===== src/design/pwad_pkg.sv =====
package pwad_pkg;

    localparam int READ_WINDOWS_DEF  = 16;
    localparam int WRITE_WINDOWS_DEF = 16;

    // item modes
    localparam logic [2:0] MODE_LOOKUP_RD = 3'd0;
    localparam logic [2:0] MODE_LOOKUP_WR = 3'd1;
    localparam logic [2:0] MODE_SET_RD    = 3'd2;
    localparam logic [2:0] MODE_SET_WR    = 3'd3;
    localparam logic [2:0] MODE_CLEAR     = 3'd4;

    // fixed map targets
    localparam logic [4:0] TGT_OPEN           = 5'd0;
    localparam logic [4:0] TGT_RAM            = 5'd1;
    localparam logic [4:0] TGT_RAM_MIRROR     = 5'd2;
    localparam logic [4:0] TGT_VID_REG_RD     = 5'd3;
    localparam logic [4:0] TGT_VID_STATUS     = 5'd4;
    localparam logic [4:0] TGT_VID_DATA       = 5'd5;
    localparam logic [4:0] TGT_SND_STATUS_RD  = 5'd6;
    localparam logic [4:0] TGT_JOYPAD_RD      = 5'd7;
    localparam logic [4:0] TGT_DISK_REG_BASE  = 5'd8;
    localparam logic [4:0] TGT_DISK_WAVE_RD   = 5'd12;
    localparam logic [4:0] TGT_DISK_SND_RD    = 5'd13;
    localparam logic [4:0] TGT_VID_REG_WR     = 5'd14;
    localparam logic [4:0] TGT_SND_WR         = 5'd22;
    localparam logic [4:0] TGT_DMC            = 5'd23;
    localparam logic [4:0] TGT_SPRITE_DMA     = 5'd24;
    localparam logic [4:0] TGT_SND_STATUS_WR  = 5'd25;
    localparam logic [4:0] TGT_JOY_STROBE     = 5'd26;
    localparam logic [4:0] TGT_FRAME_CNT      = 5'd27;
    localparam logic [4:0] TGT_DISK_WAVE_WR   = 5'd28;
    localparam logic [4:0] TGT_DISK_SND_WR    = 5'd29;

    localparam logic [15:0] RAM_MASK      = 16'h07FF;
    localparam logic [15:0] ADDR_DMC      = 16'h4010;
    localparam logic [15:0] ADDR_SPR_DMA  = 16'h4014;
    localparam logic [15:0] ADDR_SND_STAT = 16'h4015;
    localparam logic [15:0] ADDR_JOY1     = 16'h4016;
    localparam logic [15:0] ADDR_JOY2     = 16'h4017;
    localparam logic [15:0] ADDR_DISK_REG = 16'h4030;
    localparam logic [15:0] ADDR_DISK_END = 16'h4033;
    localparam logic [15:0] ADDR_WAVE     = 16'h4040;
    localparam logic [15:0] ADDR_DISK_SND = 16'h4080;
    localparam logic [15:0] ADDR_SND_WEND = 16'h408A;
    localparam logic [15:0] ADDR_SND_RD   = 16'h4090;
    localparam logic [15:0] ADDR_SND_REND = 16'h4092;

    localparam logic [2:0] VID_REG_STATUS = 3'd2;
    localparam logic [2:0] VID_REG_DATA   = 3'd7;

    // query handed from cell to cell
    typedef struct packed {
        logic        vld;
        logic        is_set;
        logic [15:0] addr;
        logic [15:0] end_addr;
        logic [7:0]  handler;
        logic        hit;
        logic [7:0]  id;
        logic        appended;
    } token_t;

    function automatic logic [4:0] fixed_read(input logic [15:0] a);
        logic [4:0] bank;
        logic [4:0] t;
        bank = a[15:11];
        t    = TGT_OPEN;
        if (a <= RAM_MASK) begin
            t = TGT_RAM;
        end else if (bank <= 5'd3) begin
            t = TGT_RAM_MIRROR;
        end else if (bank <= 5'd7) begin
            if (a[2:0] == VID_REG_STATUS) begin
                t = TGT_VID_STATUS;
            end else if (a[2:0] == VID_REG_DATA) begin
                t = TGT_VID_DATA;
            end else begin
                t = TGT_VID_REG_RD;
            end
        end else if (bank == 5'd8) begin
            if (a == ADDR_SND_STAT) begin
                t = TGT_SND_STATUS_RD;
            end else if (a == ADDR_JOY1 || a == ADDR_JOY2) begin
                t = TGT_JOYPAD_RD;
            end else if (a >= ADDR_DISK_REG && a <= ADDR_DISK_END) begin
                t = TGT_DISK_REG_BASE + {3'd0, a[1:0]};
            end else if (a >= ADDR_WAVE && a < ADDR_DISK_SND) begin
                t = TGT_DISK_WAVE_RD;
            end else if (a >= ADDR_SND_RD && a <= ADDR_SND_REND) begin
                t = TGT_DISK_SND_RD;
            end
        end
        return t;
    endfunction

    function automatic logic [4:0] fixed_write(input logic [15:0] a);
        logic [4:0] bank;
        logic [4:0] t;
        bank = a[15:11];
        t    = TGT_OPEN;
        if (a <= RAM_MASK) begin
            t = TGT_RAM;
        end else if (bank <= 5'd3) begin
            t = TGT_RAM_MIRROR;
        end else if (bank <= 5'd7) begin
            t = TGT_VID_REG_WR + {2'd0, a[2:0]};
        end else if (bank == 5'd8) begin
            if (a < ADDR_DMC) begin
                t = TGT_SND_WR;
            end else if (a < ADDR_SPR_DMA) begin
                t = TGT_DMC;
            end else if (a == ADDR_SPR_DMA) begin
                t = TGT_SPRITE_DMA;
            end else if (a == ADDR_SND_STAT) begin
                t = TGT_SND_STATUS_WR;
            end else if (a == ADDR_JOY1) begin
                t = TGT_JOY_STROBE;
            end else if (a == ADDR_JOY2) begin
                t = TGT_FRAME_CNT;
            end else if (a >= ADDR_WAVE && a < ADDR_DISK_SND) begin
                t = TGT_DISK_WAVE_WR;
            end else if (a >= ADDR_DISK_SND && a <= ADDR_SND_WEND) begin
                t = TGT_DISK_SND_WR;
            end
        end
        return t;
    endfunction

endpackage


===== src/design/programmable_window_address_decoder_unit.sv =====
// A lookup or set transfer is registered into the launch register of the addressed table
// (READ_WINDOWS or WRITE_WINDOWS window cells); the query walks the row of window cells
// one cell per cycle and done is registered from the last cell's result. Clear and unused
// modes answer next cycle. Busy holds off starts until done; one clear per cycle when idle.
// Reset: both window counts go to zero, the block is idle; window contents stay unknown.
// Results cannot be stalled: done marks a single-cycle result.
module programmable_window_address_decoder_unit #(
    parameter int READ_WINDOWS  = pwad_pkg::READ_WINDOWS_DEF,
    parameter int WRITE_WINDOWS = pwad_pkg::WRITE_WINDOWS_DEF
) (
    input  logic        clk,
    input  logic        rst_n,
    input  logic        start,
    output logic        busy,
    input  logic [2:0]  mode,
    input  logic [15:0] addr,
    input  logic [15:0] end_addr,
    input  logic [7:0]  handler,
    output logic        done,
    output logic        table_hit,
    output logic [7:0]  handler_id,
    output logic [4:0]  fixed_target,
    output logic        table_full
);

    typedef enum logic {
        ST_IDLE,
        ST_WAIT
    } state_t;

    state_t           state_reg, state_next;
    logic             is_wr_reg, is_wr_next;
    logic             done_reg, done_next;
    logic             hit_reg, hit_next;
    logic [7:0]       id_reg, id_next;
    logic [4:0]       target_reg, target_next;
    logic             full_reg, full_next;
    pwad_pkg::token_t rd_launch_reg, rd_launch_next;
    pwad_pkg::token_t wr_launch_reg, wr_launch_next;
    pwad_pkg::token_t rd_result, wr_result, res;
    pwad_pkg::token_t launch;
    logic             accept;
    logic             clear;

    assign busy   = (state_reg != ST_IDLE);
    assign accept = start && !busy;
    assign clear  = accept && (mode == pwad_pkg::MODE_CLEAR);

    always_comb
    begin
        launch          = '0;
        launch.vld      = 1'b1;
        launch.is_set   = (mode == pwad_pkg::MODE_SET_RD) || (mode == pwad_pkg::MODE_SET_WR);
        launch.addr     = addr;
        launch.end_addr = end_addr;
        launch.handler  = handler;
    end

    pwad_chain #(
        .DEPTH (READ_WINDOWS)
    ) u_rd_chain (
        .clk     (clk),
        .rst_n   (rst_n),
        .clear   (clear),
        .tok_in  (rd_launch_reg),
        .tok_out (rd_result)
    );

    pwad_chain #(
        .DEPTH (WRITE_WINDOWS)
    ) u_wr_chain (
        .clk     (clk),
        .rst_n   (rst_n),
        .clear   (clear),
        .tok_in  (wr_launch_reg),
        .tok_out (wr_result)
    );

    assign res = is_wr_reg ? wr_result : rd_result;

    always_comb
    begin
        state_next     = state_reg;
        is_wr_next     = is_wr_reg;
        done_next      = 1'b0;
        hit_next       = 1'b0;
        id_next        = '0;
        target_next    = pwad_pkg::TGT_OPEN;
        full_next      = 1'b0;
        rd_launch_next = '0;
        wr_launch_next = '0;
        unique case (state_reg)
            ST_IDLE:
            begin
                if (accept) begin
                    unique case (mode) inside
                        pwad_pkg::MODE_LOOKUP_RD, pwad_pkg::MODE_SET_RD:
                        begin
                            rd_launch_next = launch;
                            is_wr_next     = 1'b0;
                            state_next     = ST_WAIT;
                        end
                        pwad_pkg::MODE_LOOKUP_WR, pwad_pkg::MODE_SET_WR:
                        begin
                            wr_launch_next = launch;
                            is_wr_next     = 1'b1;
                            state_next     = ST_WAIT;
                        end
                        default:
                        begin
                            // clear and unused modes give an all-zero result
                            done_next = 1'b1;
                        end
                    endcase
                end
            end
            ST_WAIT:
            begin
                if (res.vld) begin
                    done_next  = 1'b1;
                    state_next = ST_IDLE;
                    if (res.is_set) begin
                        full_next = !res.hit && !res.appended;
                    end else if (res.hit) begin
                        hit_next = 1'b1;
                        id_next  = res.id;
                    end else begin
                        target_next = is_wr_reg ? pwad_pkg::fixed_write(res.addr)
                                                : pwad_pkg::fixed_read(res.addr);
                    end
                end
            end
            default:
            begin
                state_next = ST_IDLE;
            end
        endcase
    end

    always_ff @(posedge clk or negedge rst_n)
    begin
        if (!rst_n) begin
            state_reg     <= ST_IDLE;
            is_wr_reg     <= 1'b0;
            done_reg      <= 1'b0;
            hit_reg       <= 1'b0;
            id_reg        <= '0;
            target_reg    <= pwad_pkg::TGT_OPEN;
            full_reg      <= 1'b0;
            rd_launch_reg <= '0;
            wr_launch_reg <= '0;
        end else begin
            state_reg     <= state_next;
            is_wr_reg     <= is_wr_next;
            done_reg      <= done_next;
            hit_reg       <= hit_next;
            id_reg        <= id_next;
            target_reg    <= target_next;
            full_reg      <= full_next;
            rd_launch_reg <= rd_launch_next;
            wr_launch_reg <= wr_launch_next;
        end
    end

    assign done         = done_reg;
    assign table_hit    = hit_reg;
    assign handler_id   = id_reg;
    assign fixed_target = target_reg;
    assign table_full   = full_reg;

endmodule


===== src/design/pwad_cell.sv =====
module pwad_cell #(
    parameter int DEPTH = pwad_pkg::READ_WINDOWS_DEF,
    parameter int INDEX = 0
) (
    input  logic                         clk,
    input  logic                         rst_n,
    input  logic [$clog2(DEPTH+1)-1:0]   count,
    input  pwad_pkg::token_t             tok_in,
    output pwad_pkg::token_t             tok_out
);

    localparam int CW = $clog2(DEPTH + 1);

    logic [15:0]      lo_reg, lo_next;
    logic [15:0]      hi_reg, hi_next;
    logic [7:0]       id_reg, id_next;
    pwad_pkg::token_t tok_reg, tok_next;
    logic             active;
    logic             at_tail;

    assign active  = (count > CW'(INDEX));
    assign at_tail = (count == CW'(INDEX));

    always_comb
    begin
        tok_next = tok_in;
        lo_next  = lo_reg;
        hi_next  = hi_reg;
        id_next  = id_reg;
        if (tok_in.vld) begin
            if (!tok_in.is_set) begin
                // later cells hold newer windows, so a later hit overrides
                if (active && tok_in.addr >= lo_reg && tok_in.addr <= hi_reg) begin
                    tok_next.hit = 1'b1;
                    tok_next.id  = id_reg;
                end
            end else begin
                if (active && lo_reg == tok_in.addr && hi_reg == tok_in.end_addr) begin
                    tok_next.hit = 1'b1;
                    id_next      = tok_in.handler;
                end else if (at_tail && !tok_in.hit) begin
                    // every live entry has been checked by now: append here
                    lo_next           = tok_in.addr;
                    hi_next           = tok_in.end_addr;
                    id_next           = tok_in.handler;
                    tok_next.appended = 1'b1;
                end
            end
        end
    end

    always_ff @(posedge clk)
    begin
        lo_reg <= lo_next;
        hi_reg <= hi_next;
        id_reg <= id_next;
    end

    always_ff @(posedge clk or negedge rst_n)
    begin
        if (!rst_n) begin
            tok_reg <= '0;
        end else begin
            tok_reg <= tok_next;
        end
    end

    assign tok_out = tok_reg;

endmodule


===== src/design/pwad_chain.sv =====
module pwad_chain #(
    parameter int DEPTH = pwad_pkg::READ_WINDOWS_DEF
) (
    input  logic             clk,
    input  logic             rst_n,
    input  logic             clear,
    input  pwad_pkg::token_t tok_in,
    output pwad_pkg::token_t tok_out
);

    localparam int CW = $clog2(DEPTH + 1);

    pwad_pkg::token_t tok [DEPTH+1];
    logic [CW-1:0]    count_reg, count_next;

    assign tok[0] = tok_in;

    for (genvar i = 0; i < DEPTH; i++) begin : g_cell
        pwad_cell #(
            .DEPTH (DEPTH),
            .INDEX (i)
        ) u_cell (
            .clk     (clk),
            .rst_n   (rst_n),
            .count   (count_reg),
            .tok_in  (tok[i]),
            .tok_out (tok[i+1])
        );
    end

    always_comb
    begin
        count_next = count_reg;
        if (clear) begin
            count_next = '0;
        end else if (tok[DEPTH].vld && tok[DEPTH].is_set && tok[DEPTH].appended) begin
            count_next = count_reg + CW'(1);
        end
    end

    always_ff @(posedge clk or negedge rst_n)
    begin
        if (!rst_n) begin
            count_reg <= '0;
        end else begin
            count_reg <= count_next;
        end
    end

    assign tok_out = tok[DEPTH];

endmodule

===== config.mk =====
export PLATFORM = sky130hd
export DESIGN_NAME = programmable_window_address_decoder_unit
export DESIGN_NICKNAME = d
export VERILOG_FILES = /design/src/design/pwad_pkg.sv /design/src/design/programmable_window_address_decoder_unit.sv /design/src/design/pwad_cell.sv /design/src/design/pwad_chain.sv
export SDC_FILE = /design/constraint.sdc
export NUM_CORES = 2
export LEC_CHECK = 0
export ABC_AREA = 1
export BUFFER_PORTS_ARGS = -buffer_cell sky130_fd_sc_hd__buf_2
export CELL_PAD_IN_SITES_DETAIL_PLACEMENT = 1
export CELL_PAD_IN_SITES_GLOBAL_PLACEMENT = 1
export CORE_ASPECT_RATIO = 0.7
export CORE_MARGIN = 2
export CORE_UTILIZATION = 45
export CTS_BUF_LIST = sky130_fd_sc_hd__clkbuf_16
export DETAILED_ROUTE_END_ITERATION = 10
export GPL_ROUTABILITY_DRIVEN = 0
export HOLD_SLACK_MARGIN = 0.08
export PLACE_DENSITY = 0.72
export SLEW_MARGIN = 30
export SYNTH_ARGS = -nofsm -noshare
export SYNTH_HDL_FRONTEND = slang
export SYNTH_HIERARCHICAL = 1
export SYNTH_SLANG_ARGS = --single-unit

===== constraint.sdc =====
create_clock -name clk -period 10.6 [get_ports clk]
set_clock_uncertainty 0.05 [all_clocks]
set_input_delay 1.59 -clock clk [delete_from_list [all_inputs] [get_ports clk]]
set_output_delay 1.59 -clock clk [all_outputs]
set_load 0.01 [all_outputs]

## Yosys cells after proc, flatten, opt, wreduce, memory -nomap -nowiden

Index checks and enable logic that the tools add are counted.

- Add/sub/neg operators: 4
- $lt $le $gt $ge: 109
- Eq/ne operators: 105
- Multiplexer cells: 379
- Bitwise operators: 33
- Reductions and logical operators: 314

Operators with widths:

| kind | number |
|---|---|
| == test 16 bit | 64 |
| two-way mux 8 bit | 100 |
| greater-or-equal comparator 16 bit | 32 |
| less-or-equal comparator 16 bit | 32 |
| two-way mux 52 bit | 7 |
| two-way mux 10 bit | 32 |
| two-way mux 9 bit | 32 |
| two-way mux 1 bit | 173 |
| logical AND 1 bit | 171 |
| two-way mux 5 bit | 28 |
| AND reduction 4 bit | 32 |
| AND reduction 3 bit | 33 |
| == test 5 x 4 -> 1 bit (second input constant) | 17 |
| > comparator 5 x 4 -> 1 bit (second input constant) | 16 |
| nonzero test 2 bit | 35 |
| == test 16 x 15 -> 1 bit (second input constant) | 4 |
| greater-or-equal comparator 16 x 15 -> 1 bit (second input constant) | 4 |
| less-or-equal comparator 16 x 15 -> 1 bit (second input constant) | 3 |
| less-than comparator 16 x 15 -> 1 bit (second input constant) | 3 |
| == test 5 x 3 -> 1 bit (second input constant) | 8 |
| > comparator 5 x 3 -> 1 bit (second input constant) | 8 |
| zero test 1 bit | 35 |
| NOT 1 bit | 33 |
| == test 5 x 2 -> 1 bit (second input constant) | 4 |
| other kinds (20) | 38 |

- Flip-flop bits (word level): 3076
- Input bits: 46
- Output and inout bits: 17
- Logic and storage cells: 1321

## Logic depth before layout (Yosys ltp)

- Depth after elaboration: 20
- Gate-level depth with buffers: 17
- Depth with buffers taken out: 16

## Modules after synthesis

The synthesis kept the hierarchy.

By module, submodules not included:

| module | times used | cells each | area each (um2) | seq. area each (um2) |
|---|---|---|---|---|
| pwad_cell at u_rd_chain.g_cell[6].u_cell ... | 2 | 320 | 3816.2 | 2502.4 |
| pwad_cell at u_rd_chain.g_cell[7].u_cell ... | 2 | 322 | 3814.9 | 2502.4 |
| pwad_cell at u_rd_chain.g_cell[10].u_cell ... | 2 | 317 | 3812.4 | 2502.4 |
| pwad_cell at u_rd_chain.g_cell[2].u_cell ... | 2 | 318 | 3811.2 | 2502.4 |
| pwad_cell at u_rd_chain.g_cell[8].u_cell ... | 2 | 314 | 3796.1 | 2502.4 |
| pwad_cell at u_rd_chain.g_cell[11].u_cell ... | 2 | 310 | 3789.9 | 2502.4 |
| pwad_cell at u_rd_chain.g_cell[13].u_cell ... | 2 | 307 | 3788.6 | 2502.4 |
| pwad_cell at u_rd_chain.g_cell[4].u_cell ... | 2 | 311 | 3788.6 | 2502.4 |
| pwad_cell at u_rd_chain.g_cell[9].u_cell ... | 2 | 306 | 3787.4 | 2502.4 |
| pwad_cell at u_rd_chain.g_cell[12].u_cell ... | 2 | 309 | 3784.9 | 2502.4 |
| pwad_cell at u_rd_chain.g_cell[1].u_cell ... | 2 | 311 | 3784.9 | 2502.4 |
| pwad_cell at u_rd_chain.g_cell[5].u_cell ... | 2 | 314 | 3783.6 | 2502.4 |
| pwad_cell at u_rd_chain.g_cell[14].u_cell ... | 2 | 308 | 3782.4 | 2502.4 |
| pwad_cell at u_rd_chain.g_cell[15].u_cell ... | 2 | 319 | 3782.4 | 2502.4 |
| 4 more rows | n/a | n/a | n/a | n/a |

## Worst setup path before layout

OpenSTA, ideal clock, no wires.

- Path type: register -> register
- Start point: register u_rd_chain.count_reg[0]
- End point: register u_rd_chain.g_cell[7].u_cell.id_reg[0] (enable)
- Setup time: 0.334 ns
- Data arrival time: 4.469 ns
- Data required time: 10.216 ns
- Slack: 5.748 ns
- Cell stages (with the launch flop): 5
- Path buffers: 0
- Clock period less this slack: 4.852 ns
- Cell sequence: dfrtp_1 -> nand4_1 -> nor4_1 -> inv_1 -> nand2_1

- Longest elaborated chain between the ends: 5
- Elaborated cells on any way between the ends: 7
- Those cells by class: order compare (1); eq/ne (1); reduce/logical (5)

Ends and longest elaborated chain:

| element | RTL line | source |
|---|---|---|
| start: declaration | pwad_chain.sv:14 | `logic [CW-1:0] count_reg, count_next;` |
| start signal: assignment | pwad_chain.sv:46 | `count_reg <= count_next;` |
| > comparator 5 x 3 -> 1 bit | pwad_cell.sv:21 | `assign active = (count > CW'(INDEX));` |
| logical AND 1 bit (2 in a row) | pwad_cell.sv:38 | `if (active && lo_reg == tok_in.addr && hi_reg == tok_in.end_addr) begin` |
| nonzero test 2 bit (no line) (*) | n/a |  |
| AND reduction 3 bit (no line) (*) | n/a |  |
| end signal: assignment | pwad_cell.sv:56 | `id_reg <= id_next;` |
| end: declaration | pwad_cell.sv:16 | `logic [7:0] id_reg, id_next;` |

Every way passes the cells marked *; elsewhere a longest branch is shown, timed or not.
A chain may end at the register's enable or synchronous reset.

## Worst setup path in the final report

- Start point: register target_reg[0] (netlist: fixed_target[0])
- End point: output port fixed_target[0]

RTL lines:

| element | RTL line | source |
|---|---|---|
| start: declaration | programmable_window_address_decoder_unit.sv:36 | `logic [4:0] target_reg, target_next;` |
| start signal: assignment | programmable_window_address_decoder_unit.sv:148 | `target_reg <= pwad_pkg::TGT_OPEN;` |
| start signal: assignment | programmable_window_address_decoder_unit.sv:158 | `target_reg <= target_next;` |
| end: declaration | programmable_window_address_decoder_unit.sv:22 | `output logic [4:0] fixed_target,` |

No word-level cell between the ends.

==> metrics.txt <==
# TYPE chip_impl_metric gauge
chip_impl_metric{name="hpwlAfterDp",unit="um"} 233900
chip_impl_metric{name="drc_errors",unit=""} 0
chip_impl_metric{name="grt_util_met1",unit=""} 0.3453
chip_impl_info{name="critical_path.reg2reg.startpoint",value="u_rd_chain/g_cell[5].u_cell/tok_out[45]$_DFF_PN0_"} 1
chip_impl_metric{name="post-place-cells",unit=""} 14320
chip_impl_metric{name="max_slew_margin",unit=""} 0.3234
chip_impl_metric{name="syn_to_final_growth",unit="%"} 12.23
chip_impl_metric{name="port-buffer-count",unit=""} 62
chip_impl_metric{name="drt-wirelength-per-cell",unit="um"} 21.45
chip_impl_metric{name="clkSinkCount",unit=""} 3008
chip_impl_metric{name="final_period_minus_worst_setup_slack",unit="ps"} 3224
chip_impl_metric{name="placement.cell_area",unit="um^2"} 130500
chip_impl_metric{name="grt_overflow_total",unit=""} 0
chip_impl_metric{name="fp.dieW",unit="um"} 634.0
chip_impl_metric{name="clk_buf_depth",unit=""} 4
chip_impl_metric{name="grt_pass1_wl",unit="um"} 497200
chip_impl_metric{name="peakVddDrop",unit="uV"} 136.1
chip_impl_metric{name="fin_total_pwr",unit="mW"} 22.84
chip_impl_metric{name="floorplan.die_area",unit="um^2"} 282100
chip_impl_info{name="timing.setup.critical_path_class",value="reg2out"} 1
chip_impl_metric{name="grt.met3_usage",unit=""} 0.03896
chip_impl_metric{name="fin_tns_setup",unit="ps"} 0
chip_impl_metric{name="floorplan.core_area",unit="um^2"} 275600
chip_impl_metric{name="final_cells",unit=""} 14880
chip_impl_metric{name="dieHeight",unit="um"} 445.0
chip_impl_info{name="hold_end",value="u_wr_chain/g_cell[4].u_cell/tok_out[11]$_DFF_PN0_"} 1
chip_impl_metric{name="post_cts.resized_instances",unit=""} 0
chip_impl_info{name="holdCritPathClass",value="reg2reg"} 1
chip_impl_metric{name="insertion_delay",unit="ps"} 880
chip_impl_metric{name="route.antenna.remaining_nets",unit=""} 0
chip_impl_metric{name="finalCoreUtilization",unit=""} 0.5091
chip_impl_metric{name="worst_ep_arrival_time",unit="ps"} 1580
chip_impl_metric{name="timing.final.ws_setup",unit="ps"} 7376
chip_impl_metric{name="gr-usage-all-layers",unit=""} 0.2291
chip_impl_info{name="timing.hold.worst.start",value="u_wr_chain/g_cell[3].u_cell/tok_out[11]$_DFF_PN0_"} 1
chip_impl_info{name="sequence_of_cells_on_the_critical_path",value="buf_2"} 1
chip_impl_metric{name="synth_cells",unit=""} 10530
chip_impl_metric{name="routed-via-count",unit=""} 76910
chip_impl_metric{name="post_place_setup_slack",unit="ps"} 6609
chip_impl_metric{name="path_clk_slew",unit="ps"} 60
chip_impl_metric{name="post_synth_instance_area",unit="um^2"} 125000
chip_impl_metric{name="clock_tree.htree_level_count",unit=""} 5
chip_impl_metric{name="rrSetupSlack",unit="ps"} 7680
chip_impl_metric{name="post-cts-setup-buffers",unit=""} 0
chip_impl_metric{name="via_per_inst",unit=""} 5.168
chip_impl_metric{name="timing.hold.worst_path_depth",unit=""} 0
chip_impl_metric{name="final_design_area_no_fill",unit="um^2"} 140300
chip_impl_metric{name="floorplan.io_pins",unit=""} 63
chip_impl_metric{name="antenna_found_initial",unit=""} 18
chip_impl_metric{name="cts-hold-fix-buffers",unit=""} 0
chip_impl_metric{name="reg2reg_depth",unit=""} 9
chip_impl_info{name="dominant_delay_contributor_by_cell_family_on_the_critical_path",value="flip-flops"} 1
chip_impl_info{name="global_route.peak_usage_layer",value="met1"} 1
chip_impl_info{name="worst_r2r_dst",value="u_rd_chain/g_cell[6].u_cell/id_reg[7]$_DFFE_PP_"} 1
chip_impl_metric{name="grt_start_max_net_pins",unit=""} 185
chip_impl_metric{name="cts_made_buffers",unit=""} 301
chip_impl_metric{name="cpPeakStageDelay",unit="ps"} 540
chip_impl_metric{name="ys.warnings.count",unit=""} 6
chip_impl_info{name="cts_tree",value="done"} 1
chip_impl_metric{name="avgSynthCellArea",unit="um^2"} 11.87
chip_impl_metric{name="final.hold.worst_slack",unit="ps"} 314.2
chip_impl_metric{name="crit_required",unit="ps"} 8960
chip_impl_metric{name="drtPass1Iterations",unit=""} 5
chip_impl_metric{name="critical_path.max_fanout",unit=""} 1
chip_impl_metric{name="achievable-frequency",unit="MHz"} 310.2
chip_impl_metric{name="floorplan.initialDensity",unit=""} 0.4536
chip_impl_metric{name="max_slew.worst_pin.slew",unit="ps"} 1015
chip_impl_metric{name="power_leakage",unit="nW"} 71.89
chip_impl_info{name="cp-end-kind",value="output pin"} 1
chip_impl_metric{name="drt_first_iter_violations",unit=""} 5383
chip_impl_metric{name="final_cycle_utilization_of_the_critical_path",unit=""} 0.3041
chip_impl_info{name="cp-start-kind",value="flip-flop"} 1
chip_impl_info{name="run_status",value="finished, final reports clean"} 1
chip_impl_info{name="root_buffer",value="sky130_fd_sc_hd__clkbuf_16"} 1
chip_impl_metric{name="finalSetupViolCount",unit=""} 0
chip_impl_metric{name="power_per_cell_area",unit="nW/um^2"} 162.8
chip_impl_metric{name="number_of_core_rows",unit=""} 161
chip_impl_metric{name="timing_max_transition_violations_final",unit=""} 0
chip_impl_metric{name="finalHoldViolations",unit=""} 0
chip_impl_metric{name="layout-drive-gt1-share",unit=""} 0.08104
chip_impl_metric{name="max_cap_viols",unit=""} 0
chip_impl_metric{name="first_global_vias",unit=""} 84030
chip_impl_metric{name="use_met2",unit=""} 0.3408
chip_impl_info{name="timing.critical_path.slowest_stage_cell",value="sky130_fd_sc_hd__dfrtp_1"} 1
chip_impl_metric{name="routed_wl",unit="um"} 319200
chip_impl_info{name="grt_setup_unrepaired",value="false"} 1
chip_impl_metric{name="cp.buffers_inverters",unit=""} 1
chip_impl_metric{name="finish.net_count",unit=""} 12040
layer usage:
metal,part of all wire,routed length [um],vias to the layer above
met5,0.00015,49,-
met4,0.028,9065,8
met3,0.056,17840,460
met2,0.43,137800,1589
met1,0.48,154400,39530
li1,-,-,35320
power breakdown:
group / switching, mW / leakage (nW) / total, mW / internal [mW]
registers: 0.0218 / 32.5 / 12.2 / 12.1
clock network: 4.53 / 4.94 / 10.4 / 5.91
logic: 0.189 / 34.4 / 0.238 / 0.0485
total: 4.74 / 71.9 / 22.8 / 18.1
cells in the final DEF (no fill, tap or decap), types with 46 or more instances in the layout:
cell and count:
sky130_fd_sc_hd__nand2_2 58, sky130_fd_sc_hd__nand4_1 142, sky130_fd_sc_hd__nand2_1 2177, sky130_fd_sc_hd__xor2_1 78, sky130_fd_sc_hd__o21ai_0 91, sky130_fd_sc_hd__edfxtp_1 1280
sky130_fd_sc_hd__dfrtp_1 1726, sky130_fd_sc_hd__buf_4 46, sky130_fd_sc_hd__inv_1 1672, sky130_fd_sc_hd__nor2_1 684, sky130_fd_sc_hd__a21oi_1 346, sky130_fd_sc_hd__xnor2_1 296
sky130_fd_sc_hd__ha_1 1028, sky130_fd_sc_hd__clkinv_2 49, sky130_fd_sc_hd__nand3_1 446, sky130_fd_sc_hd__a21o_1 88, sky130_fd_sc_hd__buf_2 61, sky130_fd_sc_hd__clkinv_1 59
sky130_fd_sc_hd__nor2_2 82, sky130_fd_sc_hd__clkbuf_16 319
worst max path at each step:
stage	slack, ps	endpoint	cells past startpoint	startpoint
CTS	7250	fixed_target[0]	1	fixed_target[0]$_DFF_PN0_
finish	7380	fixed_target[0]	1	fixed_target[0]$_DFF_PN0_
global route	7290	fixed_target[0]	1	fixed_target[0]$_DFF_PN0_
floorplan	5750	u_rd_chain/g_cell[7].u_cell/id_reg[0]$_DFFE_PP_	4	u_rd_chain/count_reg[0]$_DFFE_PN0P_
detailed placement	6610	u_rd_chain/g_cell[12].u_cell/tok_out[37]$_DFF_PN0_	3	rst_n
global placement	6740	u_rd_chain/g_cell[12].u_cell/tok_out[36]$_DFF_PN0_	3	rst_n
final cells by class:
type / count / area [um^2]
diodes: 9 / 22.52
clock buffers: 319 / 7983
clock inverters: 223 / 1565
fillers: 28680 / 135300
inverters: 1613 / 6055
multi-input cells: 5917 / 37360
flip-flops and latches: 3008 / 81680
well taps: 3667 / 4588
repair buffers: 125 / 1039
Power figures use the tool's default switching activity.
